===== src/sv/sbl_pkg.sv =====
// ----------------------------------------------------------------------------
// sbl_pkg
// Shared types and constants of the segmented binary loader.
// ----------------------------------------------------------------------------
package sbl_pkg;

  localparam logic [15:0] SIGNATURE = 16'hFFFF;

  typedef enum logic [7:0] {
    PH_SIG_LO   = 8'b0000_0001,
    PH_SIG_HI   = 8'b0000_0010,
    PH_FIRST_LO = 8'b0000_0100,
    PH_FIRST_HI = 8'b0000_1000,
    PH_LAST_LO  = 8'b0001_0000,
    PH_LAST_HI  = 8'b0010_0000,
    PH_DATA     = 8'b0100_0000,
    PH_IGNORE   = 8'b1000_0000
  } phase_e;

  typedef enum logic [1:0] {
    KIND_WRITE  = 2'd0,
    KIND_DONE   = 2'd1,
    KIND_BADSIG = 2'd2,
    KIND_TRUNC  = 2'd3
  } kind_e;

  typedef struct packed {
    kind_e       kind;
    logic [15:0] write_address;
    logic [7:0]  write_data;
    logic [15:0] bytes_consumed;
  } result_t;

endpackage


===== src/sv/sbl_fsm.sv =====
// ----------------------------------------------------------------------------
// sbl_fsm
// Load file parser: holds the header and block state, takes one byte or end
// marker per enabled cycle and produces at most one result.
// ----------------------------------------------------------------------------
module sbl_fsm import sbl_pkg::*; (
  input  logic        clk_i,
  input  logic        rst_ni,
  input  logic        en_i,
  input  logic [7:0]  data_byte_i,
  input  logic        is_end_i,
  output logic        res_valid_o,
  output result_t     res_o
);

  phase_e      phase_q, phase_d;
  logic [7:0]  sig_low_q, sig_low_d;
  logic [15:0] first_q, first_d;
  logic [7:0]  last_low_q, last_low_d;
  logic [15:0] next_addr_q, next_addr_d;
  logic [16:0] bytes_left_q, bytes_left_d;
  logic        until_end_q, until_end_d;
  logic [15:0] count_q, count_d;

  logic [16:0] last_plus;
  logic [16:0] span;
  logic [15:0] count_inc;

  assign last_plus = {1'b0, data_byte_i, last_low_q} + 17'd1;
  assign span      = last_plus - {1'b0, first_q};
  assign count_inc = count_q + 16'd1;

  always_comb begin
    phase_d      = phase_q;
    sig_low_d    = sig_low_q;
    first_d      = first_q;
    last_low_d   = last_low_q;
    next_addr_d  = next_addr_q;
    bytes_left_d = bytes_left_q;
    until_end_d  = until_end_q;
    count_d      = count_q;
    res_valid_o  = 1'b0;
    res_o        = '{kind: KIND_WRITE, write_address: 16'd0, write_data: 8'd0,
                     bytes_consumed: count_q};

    if (is_end_i) begin
      if (phase_q == PH_FIRST_LO || phase_q == PH_FIRST_HI) begin
        res_valid_o = 1'b1;
        res_o.kind  = KIND_DONE;
      end else if (phase_q != PH_IGNORE) begin
        res_valid_o = 1'b1;
        res_o.kind  = KIND_TRUNC;
      end
      phase_d      = PH_SIG_LO;
      sig_low_d    = 8'd0;
      first_d      = 16'd0;
      last_low_d   = 8'd0;
      next_addr_d  = 16'd0;
      bytes_left_d = 17'd0;
      until_end_d  = 1'b0;
      count_d      = 16'd0;
    end else if (phase_q != PH_IGNORE) begin
      count_d              = count_inc;
      res_o.bytes_consumed = count_inc;
      case (phase_q)
        PH_SIG_LO: begin
          sig_low_d = data_byte_i;
          phase_d   = PH_SIG_HI;
        end
        PH_SIG_HI: begin
          if ({data_byte_i, sig_low_q} != SIGNATURE) begin
            phase_d     = PH_IGNORE;
            res_valid_o = 1'b1;
            res_o.kind  = KIND_BADSIG;
          end else begin
            phase_d = PH_FIRST_LO;
          end
        end
        PH_FIRST_LO: begin
          first_d = {8'd0, data_byte_i};
          phase_d = PH_FIRST_HI;
        end
        PH_FIRST_HI: begin
          first_d = {data_byte_i, first_q[7:0]};
          phase_d = PH_LAST_LO;
        end
        PH_LAST_LO: begin
          last_low_d = data_byte_i;
          phase_d    = PH_LAST_HI;
        end
        PH_LAST_HI: begin
          next_addr_d = first_q;
          if (last_plus < {1'b0, first_q}) begin
            until_end_d  = 1'b1;
            bytes_left_d = 17'd0;
            phase_d      = PH_DATA;
          end else begin
            until_end_d  = 1'b0;
            bytes_left_d = span;
            phase_d      = (span == 17'd0) ? PH_FIRST_LO : PH_DATA;
          end
        end
        PH_DATA: begin
          res_valid_o         = 1'b1;
          res_o.kind          = KIND_WRITE;
          res_o.write_address = next_addr_q;
          res_o.write_data    = data_byte_i;
          next_addr_d         = next_addr_q + 16'd1;
          if (!until_end_q) begin
            bytes_left_d = bytes_left_q - 17'd1;
            if (bytes_left_q == 17'd1) begin
              phase_d = PH_FIRST_LO;
            end
          end
        end
        default: begin
          phase_d = PH_SIG_LO;
        end
      endcase
    end
  end

  always_ff @(posedge clk_i or negedge rst_ni) begin
    if (!rst_ni) begin
      phase_q      <= PH_SIG_LO;
      sig_low_q    <= 8'd0;
      first_q      <= 16'd0;
      last_low_q   <= 8'd0;
      next_addr_q  <= 16'd0;
      bytes_left_q <= 17'd0;
      until_end_q  <= 1'b0;
      count_q      <= 16'd0;
    end else if (en_i) begin
      phase_q      <= phase_d;
      sig_low_q    <= sig_low_d;
      first_q      <= first_d;
      last_low_q   <= last_low_d;
      next_addr_q  <= next_addr_d;
      bytes_left_q <= bytes_left_d;
      until_end_q  <= until_end_d;
      count_q      <= count_d;
    end
  end

endmodule


===== src/sv/segmented_binary_loader.sv =====
// ----------------------------------------------------------------------------
// segmented_binary_loader
// Parses a segmented load file byte by byte and emits memory write requests
// and end-of-file status.
// ----------------------------------------------------------------------------
// path: input register, parser step, output register; throughput: one input
//   request per cycle while the output is not stalled, set by the single
//   parser step between the input register and the output register
// reset: asynchronous, clears the parser to the signature state and empties
//   both register stages
module segmented_binary_loader import sbl_pkg::*; (
  input  logic        clk_i,
  input  logic        rst_ni,
  input  logic        s_axis_tvalid,
  output logic        s_axis_tready,
  input  logic [7:0]  s_axis_tdata,   // data_byte[7:0]
  input  logic        s_axis_tlast,   // is_end
  output logic        m_axis_tvalid,
  input  logic        m_axis_tready,
  output logic [39:0] m_axis_tdata,   // write_address[15:0], write_data[23:16],
                                      // bytes_consumed[39:24]
  output logic [1:0]  m_axis_tuser    // kind[1:0]
);

  logic       in_vld_q, in_vld_d;
  logic [7:0] in_byte_q;
  logic       in_end_q;
  logic       out_vld_q, out_vld_d;
  result_t    out_res_q;
  logic       advance;
  logic       res_valid;
  result_t    res;

  assign advance       = in_vld_q && (!out_vld_q || m_axis_tready);
  assign s_axis_tready = !in_vld_q || advance;

  sbl_fsm u_fsm (
    .clk_i      (clk_i),
    .rst_ni     (rst_ni),
    .en_i       (advance),
    .data_byte_i(in_byte_q),
    .is_end_i   (in_end_q),
    .res_valid_o(res_valid),
    .res_o      (res)
  );

  always_comb begin
    in_vld_d = in_vld_q;
    if (s_axis_tready) begin
      in_vld_d = s_axis_tvalid;
    end
    out_vld_d = out_vld_q;
    if (advance) begin
      out_vld_d = res_valid;
    end else if (m_axis_tready) begin
      out_vld_d = 1'b0;
    end
  end

  always_ff @(posedge clk_i or negedge rst_ni) begin
    if (!rst_ni) begin
      in_vld_q  <= 1'b0;
      out_vld_q <= 1'b0;
    end else begin
      in_vld_q  <= in_vld_d;
      out_vld_q <= out_vld_d;
    end
  end

  always_ff @(posedge clk_i) begin
    if (s_axis_tready && s_axis_tvalid) begin
      in_byte_q <= s_axis_tdata;
      in_end_q  <= s_axis_tlast;
    end
    if (advance && res_valid) begin
      out_res_q <= res;
    end
  end

  assign m_axis_tvalid = out_vld_q;
  assign m_axis_tuser  = out_res_q.kind;
  assign m_axis_tdata  = {out_res_q.bytes_consumed, out_res_q.write_data,
                          out_res_q.write_address};

endmodule


===== config.mk =====
export PLATFORM = sky130hd
export DESIGN_NAME = segmented_binary_loader
export DESIGN_NICKNAME = d
export VERILOG_FILES = /design/src/sv/sbl_pkg.sv /design/src/sv/sbl_fsm.sv /design/src/sv/segmented_binary_loader.sv
export SDC_FILE = /design/constraint.sdc
export NUM_CORES = 1
export LEC_CHECK = 0
export BUFFER_PORTS_ARGS = -buffer_cell sky130_fd_sc_hd__buf_2
export CORE_MARGIN = 2
export CORE_UTILIZATION = 55
export DETAILED_ROUTE_END_ITERATION = 8
export PLACE_DENSITY = 0.81
export SKIP_CTS_REPAIR_TIMING = 1
export SLEW_MARGIN = 10
export SYNTH_ARGS = -nofsm -noshare
export SYNTH_HDL_FRONTEND = slang
export SYNTH_HIERARCHICAL = 1
export SYNTH_SLANG_ARGS = --single-unit

===== constraint.sdc =====
create_clock -name clk_i -period 4.4 [get_ports clk_i]
set_clock_uncertainty 0.2 [all_clocks]
set_input_delay 0.88 -clock clk_i [delete_from_list [all_inputs] [get_ports clk_i]]
set_output_delay 0.88 -clock clk_i [all_outputs]
set_load 0.05 [all_outputs]

# Yosys cells after proc, flatten, opt, wreduce, memory -nomap -nowiden
# Index checks and enable logic that the tools add are counted.
[totals]
elab_cells = 112
ff_bits = 143
out_inout_bits = 44
[op_classes]
bitwise_logic = 2
n_reduce_logical = 27
eq_ne = 13
addsub = 5
n_lt_le_gt_ge = 1
muxes = 47
[op_table]
columns = ["op", "count"]
rows = [
  ["2-to-1 mux 16 bit", 7],
  ["2-to-1 mux 8 bit", 12],
  ["2-to-1 mux 17 bit", 4],
  ["one-hot mux 16 bit (2 select lines)", 2],
  ["one-hot mux 8 bit (7 select lines)", 1],
  ["2-to-1 mux 42 bit", 1],
  ["one-hot mux 17 bit (2 select lines)", 1],
  ["adder 16 x 1 -> 16 bit, second input constant", 2],
  ["2-to-1 mux 24 bit", 1],
  ["adder 16 x 1 -> 17 bit, second input constant", 1],
  ["== test 17 x 1 -> 1 bit, second input constant", 1],
  ["zero test 17 bit", 1],
  ["less-than comparator 17 x 16 -> 1 bit", 1],
  ["subtractor 17 x 1 -> 17 bit, second input constant", 1],
  ["subtractor 17 x 16 -> 17 bit", 1],
  ["!= test 16 bit, second input constant", 1],
  ["AND reduction 3 bit", 5],
  ["AND reduction 4 bit", 3],
  ["nonzero test 2 bit", 6],
  ["2-to-1 mux 1 bit", 11],
  ["2-to-1 mux 2 bit", 5],
  ["== test 8 x 1 -> 1 bit, second input constant", 1],
  ["== test 8 x 2 -> 1 bit, second input constant", 1],
  ["== test 8 x 3 -> 1 bit, second input constant", 1],
  ["17 further kinds", 24],
]

# Depth between registers and ports, before layout
# Gate-level depths: netlist of run 1.
[logic_depth]
depth_word = 8
depth_mapped = 17

# By module
# The synthesis of run 1 kept the hierarchy.
[modules_own_cells]
columns = ["module", "seq_area_each_um2", "cells_per_inst", "n_inst", "area_each_um2"]
rows = [
  ["sbl_fsm", 2253.4, 787, 1, 6342.3],
  ["segmented_binary_loader", 1581.5, 61, 1, 1640.3],
]

# Worst setup path after synthesis of run 1
# OpenSTA, ideal clock, no wires.
[synth_path]
path_type = "register -> register"
start = "reg u_fsm.phase_q[2]"
end = "reg out_res_q (netlist bit m_axis_tdata[0]), enable pin"
slack_ns = 0.082
arrival_ns = 3.672
period_less_slack_ns = 4.318
n_path_buf = 1
required_ns = 3.754
path_stages_with_launch = 8
path_cell_list = "dfrtp_1 nor2_1 nand3_1 nor3b_1 clkbuf_1 or3_1 nand2_1 nor2b_1"
[synth_via]
elab_chain_len = 5
elab_cells_between_ends = 12
cone_classes = "5 x eq/ne; 5 x mux; 2 x reduce/logical"
[synth_lines]
columns = ["element", "line", "text"]
rows = [
  ["start: declaration", "sbl_fsm.sv:16", "phase_e phase_q, phase_d;"],
  ["start signal: assignment", "sbl_fsm.sv:134", "phase_q <= phase_d;"],
  ["== test 8 x 7 -> 1 bit, or another cell as far along", "sbl_fsm.sv:65", "case (phase_q)"],
  ["one-hot mux 1 bit (2 select lines), or another cell as far along", "sbl_fsm.sv:65", ""],
  ["2-to-1 mux 1 bit, on equally long branches", "sbl_fsm.sv:62, sbl_fsm.sv:47", ""],
  ["2-to-1 mux 1 bit (*)", "sbl_fsm.sv:46", "if (is_end_i) begin"],
  ["net res_valid", "segmented_binary_loader.sv:31", "logic res_valid;"],
  ["logical AND 1 bit (*)", "segmented_binary_loader.sv:75", "if (advance && res_valid) begin"],
  ["end signal: assignment", "segmented_binary_loader.sv:76", "out_res_q <= res;"],
  ["end: declaration", "segmented_binary_loader.sv:29", "result_t out_res_q;"],
]
# Mark *: on every way through the listed nets, which the timed path passes. The rest lies on a longest branch.
# A chain may end at the register's enable or synchronous reset.

# Final worst setup path of run 1
[layout_path]
start = "reg u_fsm.last_low_q[2]"
end = "reg u_fsm.phase_q[6]"
[layout_via]
elab_chain_len = 8
elab_cells_between_ends = 9
cone_classes = "2 x add/sub; 1 x order compare; 5 x mux; 1 x reduce/logical"
[layout_lines]
columns = ["element", "line", "text"]
rows = [
  ["start: declaration", "sbl_fsm.sv:19", "logic [7:0] last_low_q, last_low_d;"],
  ["start signal: assignment", "sbl_fsm.sv:137", "last_low_q <= last_low_d;"],
  ["adder 16 x 1 -> 17 bit (*)", "sbl_fsm.sv:29", "assign last_plus = {1'b0, data_byte_i, last_low_q} + 17'd1;"],
  ["subtractor 17 x 16 -> 17 bit", "sbl_fsm.sv:30", "assign span = last_plus - {1'b0, first_q};"],
  ["zero test 17 bit", "sbl_fsm.sv:100", "phase_d = (span == 17'd0) ? PH_FIRST_LO : PH_DATA;"],
  ["2-to-1 mux 7 bit", "sbl_fsm.sv:100", ""],
  ["2-to-1 mux 8 bit (*)", "sbl_fsm.sv:93", "if (last_plus < {1'b0, first_q}) begin"],
  ["one-hot mux 8 bit (7 select lines) (*)", "sbl_fsm.sv:65", ""],
  ["2-to-1 mux 8 bit (*)", "sbl_fsm.sv:62", "end else if (phase_q != PH_IGNORE) begin"],
  ["2-to-1 mux 8 bit (*)", "sbl_fsm.sv:46", ""],
]
# Every way passes the cells marked *; elsewhere a longest branch is shown, timed or not. The select of a mux whose other input is x is not followed.

==> flow_summary.json, run 1 <==
{
  "ys_warn_count": 6,
  "wirelength_mm": 19.8,
  "p_sw_mw": 1.34,
  "yosysSeqAreaShare": 0.480,
  "cts_tree": "built",
  "ant_nets": 0,
  "dieArea_um2": 15500,
  "numCtsBuffers": 17,
  "max_freq_ghz": 0.240,
  "crit_slowest_cell": "or4_4",
  "core-area_um2": 14400,
  "clk_pin_slew_ns": 0.05,
  "swShare": 0.334,
  "peakVddDrop_mv": 0.224,
  "clock_path_buffers": 2,
  "required_ns": 4.51,
  "grt_pass1_vias": 6640,
  "layout-drive-gt1-share": 0.133,
  "drtPass1Iterations": 7,
  "fin_nets": 940,
  "synth_fp_nets": 883,
  "path_class": "register to register",
  "reg2reg_from": "u_fsm/last_low_q[2]$_DFFE_PN0P_",
  "whs_ns": 0.308,
  "avgViaCountPerCell": 6.17,
  "synth_top_area_frac": 0.285,
  "grt_usage": 0.263,
  "p_leak_nw": 3.85,
  "synth_cell_type_count": 65,
  "layout_commonest_cell": "dfrtp_1",
  "synth_area_leaders": "dfrtp_1 29%, edfxtp_1 19%, o21ai_0 4.9%, nand2_1 4.2%, nor2_1 4.1%",
  "globalplace.congestion": 0.939,
  "powerDensity_nw_per_um2": 444,
  "antenna_found_initial": 0,
  "n_antenna_cell": 0,
  "grt_setup_unrepaired": "no",
  "hold_violations": 0,
  "area_growth_pct": 12.9,
  "critPathCaptureType": "register",
  "drt-initial-drc-count": 782,
  "die_width_um": 124,
  "ys_ff_latch": 143,
  "syn_area_per_cell_um2": 9.41,
  "rr_worst_depth": 14,
  "cp_cell_sequence": "and3_1 > and3_1 > nand3_1 > nor2_1 > xor2_1 > ha_1 > a211oi_2 > nor2_1 > or3_1 > o31a_1 > or3_1 > a211o_1 > or4_4 > a22o_1",
  "setup_viol": 0,
  "synthFlopType": "dfrtp_1",
  "whs_path_depth": 1,
  "yosys.area.top_type": "dfrtp_1",
  "drc_errors": 0,
  "ctsRootBufferMaster": "clkbuf_16",
  "wl_per_cell_um": 18.0,
  "crit_path_end": "u_fsm/phase_q[6]$_DFFE_PN0P_",
  "rows": 44,
  "most-common-layout-cells": "91 x dfrtp_1, 90 x nand2_1, 88 x nor2_1, 78 x o21ai_0, 55 x buf_2",
  "worst_path_largest_cell_delay_ns": 0.45,
  "tns_ns": 0,
  "cp-start-kind": "register",
  "grt_overflow_total": 0,
  "startpoint": "u_fsm/last_low_q[2]$_DFFE_PN0P_",
  "post-route-period-util": 0.945,
  "cp_max_fo": 5,
  "rr_endpoint": "u_fsm/phase_q[6]$_DFFE_PN0P_",
  "pwr-share-comb": 0.269,
  "p_clk_frac": 0.320,
  "synth.cell_area_um2": 7980,
  "grt_max_degree": 75,
  "slew_headroom": 0.205,
  "clock_latency_ns": 0.43,
  "min_period_ns": 4.16,
  "die_h_um": 124,
  "tightest_slew_ns": 1.18,
  "io_pins": 57,
  "hp-class": "register to register",
  "cts_sinks": 143,
  "seqPwrFrac": 0.411,
  "status": "finished clean",
  "grt_first_pass_wirelength_mm": 32.5,
  "synthCells": 848,
  "drv_cap": 0,
  "dp_hpwl_mm": 13.7,
  "vias": 6803,
  "critical_path_arrival_ns": 4.27,
  "maxSlewViolCount": 0,
  "start_util": 0.556,
  "ys_async_sr_fraction": 0.643,
  "reg2reg_slack_ns": 0.24,
  "port_buffers": 56,
  "synth_edf_count": 51,
  "htree_levels": 4,
  "internal_power_mw": 2.66
}
==> cells by family (layout without fill, tap and decap cells) <==
family / Yosys count / count (layout) / share of synthesized area
adders and majority gates: 22 / 22 / 0.0354
buffers and inverters: 64 / 134 / 0.0312
muxes: 20 / 20 / 0.0276
xor gates and xnor gates: 46 / 46 / 0.0505
AOI/OAI and AO/OA: 218 / 218 / 0.169
DFF: 143 / 143 / 0.480
and+or+nand+nor: 335 / 335 / 0.206
==> metrics by stage <==
stage / total power [mW] / area [um^2] / worst slack (ns) / cells / utilization
floorplan: 2.43 / 7980 / 0.0816 / 848 / -
global placement: 2.70 / 8490 / 0.329 / 1070 / 0.591
detailed placement: 2.72 / 8490 / 0.257 / 1070 / 0.591
CTS: 4.00 / 9010 / 0.251 / 1102 / 0.627
global route: 4.19 / 9010 / 0.00536 / 1102 / 0.627
finish: 4.00 / 9010 / 0.241 / 1102 / 0.627
==> final cells by class <==
class                   instances  area, um^2
multi-input cells             641        3920
clock buffers                  26         479
inverters                      31         116
clock inverters                 6        38.8
well taps                     184         230
repair buffers                 71         395
fillers                      1160        5360
flip-flops and latches        143        3830
==> critical path: cells and delay by family (launching register included) <==
kind | cells | cell delay [ns]
compound gates | 4 | 1.01
xor+xnor | 1 | 0.16
fa+ha+maj | 1 | 0.26
flops | 1 | 0.42
simple gates | 8 | 2.01
==> registers in the layout, indices dropped and copies added (netlist names) <==
register            flops
m_axis_tdata           40
u_fsm/bytes_left_q     17
u_fsm/count_q          16
u_fsm/first_q          16
u_fsm/next_addr_q      16
in_byte_q               8
u_fsm/last_low_q        8
u_fsm/phase_q           8
u_fsm/sig_low_q         8
m_axis_tuser            2
in_end_q                1
in_vld_q                1
m_axis_tvalid           1
u_fsm/until_end_q       1
==> how the worst min path moves through the flow <==
stage,endpoint,from
final,u_fsm/sig_low_q[2]$_DFFE_PN0P_,u_fsm/sig_low_q[2]$_DFFE_PN0P_
after global routing,u_fsm/sig_low_q[4]$_DFFE_PN0P_,u_fsm/sig_low_q[4]$_DFFE_PN0P_
after CTS,u_fsm/first_q[4]$_DFFE_PN0P_,u_fsm/first_q[4]$_DFFE_PN0P_
after detailed placement,u_fsm/first_q[4]$_DFFE_PN0P_,u_fsm/first_q[4]$_DFFE_PN0P_
after global placement,u_fsm/bytes_left_q[6]$_DFFE_PN0P_,u_fsm/bytes_left_q[6]$_DFFE_PN0P_
after floorplan,u_fsm/first_q[4]$_DFFE_PN0P_,u_fsm/first_q[4]$_DFFE_PN0P_
==> cell usage after synthesis (15+ instances only) <==
| library cell | instances |
|---|---|
| o21ai_0 | 78 |
| nor2b_1 | 15 |
| ha_1 | 21 |
| dfrtp_1 | 91 |
| clkbuf_1 | 29 |
| o31ai_1 | 26 |
| nor3_1 | 24 |
| mux2_2 | 16 |
| edfxtp_1 | 51 |
| nand3_1 | 26 |
| inv_1 | 30 |
| a21oi_1 | 42 |
| xnor2_1 | 26 |
| nand2_1 | 90 |
| and2_1 | 16 |
| nor2_1 | 88 |
| xor2_1 | 20 |
| and3_1 | 19 |
==> metal layers <==
layer | vias up | share of wire | global-route usage
met1 | 3298 | 0.42 | 0.339
met4 | 0 | 0.022 | 0.112
met3 | 45 | 0.068 | 0.0662
li1 | 3183 | - | -
met5 | - | 0 | 0
met2 | 277 | 0.49 | 0.425
==> power by group through the flow <==
| stage | logic [mW] | clock network, mW | registers (mW) |
|---|---|---|---|
| after floorplan | 0.658 | 0 | 1.77 |
| after global placement | 1.05 | 0 | 1.66 |
| after detailed placement | 1.06 | 0 | 1.66 |
| after CTS | 1.07 | 1.29 | 1.64 |
| after global routing | 1.17 | 1.36 | 1.66 |
| final | 1.08 | 1.28 | 1.64 |
(Power assumes the default switching activity.)
==> run 2: changes to the inputs <==
ABC_AREA = 1   (was not set)
PLACE_DENSITY = 0.8   (was 0.81)
==> flow_summary.json, run 2 <==
{
  "setup_viol": 0,
  "start_util": 0.562,
  "syn_area_per_cell_um2": 7.71,
  "crit_slowest_cell": "dfrtp_1",
  "synth.cell_area_um2": 8540,
  "ys_warn_count": 6,
  "synth-simple-area-share": 0.273,
  "most-common-layout-cells": "259 x nand2_1, 170 x inv_1, 91 x o21ai_0, 91 x dfrtp_1, 83 x nor2_1",
  "tns_ns": 0,
  "port_buffers": 56,
  "io_pins": 57,
  "drtPass1Iterations": 5,
  "slew_headroom": 0.229,
  "grt_usage": 0.265,
  "crit_top_cell": "nand2_1",
  "maxSlewViolCount": 0,
  "wl_per_cell_um": 15.5,
  "fin_ws_ns": 0.695,
  "synth_compound_area_frac": 0.129,
  "synth_cell_type_count": 52,
  "grt_first_pass_wirelength_mm": 34.8,
  "cp_max_fo": 8,
  "tightest_slew_ns": 1.15,
  "fin_cells": 1361,
  "grt_overflow_total": 0,
  "globalplace.congestion": 0.913,
  "status": "finished clean",
  "synthAdderAreaFrac": 0.0331,
  "numCtsBuffers": 17,
  "powerDensity_nw_per_um2": 519,
  "synth_common_cells": "259 x nand2_1, 170 x inv_1, 91 x dfrtp_1, 91 x o21ai_0, 84 x nor2_1",
  "core-area_um2": 15200,
  "yosysSeqAreaShare": 0.449,
  "post-route-period-util": 0.842,
  "cts_tree": "built",
  "drt-initial-drc-count": 739,
  "cp-start-kind": "register",
  "worst_path_largest_cell_delay_ns": 0.40,
  "path_class": "register to register",
  "rows": 45,
  "hold_violations": 0,
  "cts_sinks": 143,
  "grt_setup_unrepaired": "no",
  "wirelength_mm": 21.0,
  "cp_cell_sequence": "nand3_1 > nor3b_2 > nand2_1 > nor3_2 > nand4_1 > nor2_1 > xor2_1 > ha_1 > nand2_1 > nor3_1 > nand2_1 > nand2_1 > nand2_2 > nand2_1 > nand2_1 > nor2_1 > nand3_1 > nand2_1 > nand2_1",
  "yosys.cell_count.top_type": "nand2_1",
  "rr_worst_depth": 19,
  "critical_path_arrival_ns": 3.82,
  "placedCellCount": 1329,
  "min_period_ns": 3.70,
  "avgViaCountPerCell": 5.66,
  "htree_levels": 4,
  "required_ns": 4.51,
  "synth_fp_nets": 1143,
  "drv_cap": 0,
  "ys_ff_latch": 143,
  "largest_reg_flops": 40,
  "grt_pass1_vias": 7155,
  "place_ws_ns": 0.812,
  "die_h_um": 129,
  "fin_nets": 1195,
  "drc_errors": 0,
  "die_width_um": 129,
  "synth_edf_count": 51,
  "synth_top_family_by_area": "simple AND/OR/NAND/NOR gates",
  "synthCells": 1108,
  "dieArea_um2": 16500,
  "max_freq_ghz": 0.270,
  "clk_pin_slew_ns": 0.06,
  "area_growth_pct": 12.1,
  "clock_latency_ns": 0.42,
  "antenna_found_initial": 0,
  "vias": 7707,
  "layout-drive-gt1-share": 0.114,
  "synth_area_leaders": "dfrtp_1 27%, edfxtp_1 18%, nand2_1 11%, inv_1 7.5%, o21ai_0 5.3%",
  "hp-class": "input port to asynchronous set/reset pin",
  "ys_async_sr_fraction": 0.643,
  "p_leak_nw": 4.55,
  "critPathCaptureType": "register",
  "synthMuxAreaShare": 0,
  "synth_xor_area_frac": 0.0205,
  "grt_max_degree": 50,
  "clock_path_buffers": 2,
  "ant_nets": 0,
  "ctsRootBufferMaster": "clkbuf_16",
  "synth_top_area_frac": 0.267,
  "synthFlopType": "dfrtp_1",
  "n_antenna_cell": 0,
  "dp_hpwl_mm": 15.2,
  "yosys.area.top_type": "dfrtp_1",
  "whs_ns": 0.285,
  "peakVddDrop_mv": 0.295,
  "layout_commonest_cell": "nand2_1"
}
-- run 2: power by group --
group          leakage (nW)  switching (mW)  internal (mW)
clock                 0.300           0.584          0.918
sequential             1.71           0.155           1.60
combinational          2.54            1.20          0.514
-- run 2: layer usage --
| metal | GRT usage | vias to the layer above | wire length (um) |
|---|---|---|---|
| met3 | 0.0474 | 38 | 1360 |
| met4 | 0.0927 | 0 | 472 |
| li1 | - | 3779 | - |
| met1 | 0.362 | 3563 | 9340 |
| met2 | 0.430 | 327 | 9870 |
| met5 | 0 | - | 0 |
-- run 2: final timing paths --
path	slack, ns	startpoint	end
worst min-delay path	0.29	rst_ni	u_fsm/bytes_left_q[6]$_DFFE_PN0P_
worst max register to register	0.70	u_fsm/last_low_q[0]$_DFFE_PN0P_	u_fsm/phase_q[6]$_DFFE_PN0P_
max in group asynchronous	2.88	rst_ni	u_fsm/phase_q[0]$_DFFE_PN1P_
min in group clk_i	0.29	u_fsm/bytes_left_q[3]$_DFFE_PN0P_	u_fsm/bytes_left_q[3]$_DFFE_PN0P_
worst min register to register	0.29	u_fsm/bytes_left_q[3]$_DFFE_PN0P_	u_fsm/bytes_left_q[3]$_DFFE_PN0P_
worst max-delay path	0.70	u_fsm/last_low_q[0]$_DFFE_PN0P_	u_fsm/phase_q[6]$_DFFE_PN0P_
-- run 2: cell families (layout without fill, tap and decap cells) --
kind of cell             count (synthesis)  after routing
AND/OR/NAND/NOR                        517            517
buffers and inverters                  205            270
AO/OA/AOI/OAI                          201            201
flip-flops                             143            143
adder cells (fa/ha/maj)                 22             22
XOR/XNOR                                20             20
-- run 2: through the flow --
stage | total power, mW | cell area [um^2] | util
5_1_grt | 5.28 | 9580 | 0.630
2_1_floorplan | 3.03 | 8540 | -
6_report | 4.97 | 9580 | 0.630
4_1_cts | 4.96 | 9580 | 0.630
3_3_place_gp | 3.42 | 8960 | 0.589
3_5_place_dp | 3.45 | 8960 | 0.589
-- run 2: worst max-delay path: cells and delay by family, from the launching register on --
kind	cells	cell delay, ns
fa+ha+maj	1	0.37
xor+xnor	1	0.08
simple gates	17	2.54
flops	1	0.40
-- run 2: final cells by class --
class                           instances  area [um^2]
Clock buffer                           18          439
Clock inverter                         14          179
Fill cell                            1325         5630
Inverter                              176          662
Multi-Input combinational cell        760         3900
Sequential cell                       143         3830
Tap cell                              188          235
Timing Repair Buffer                   62          328
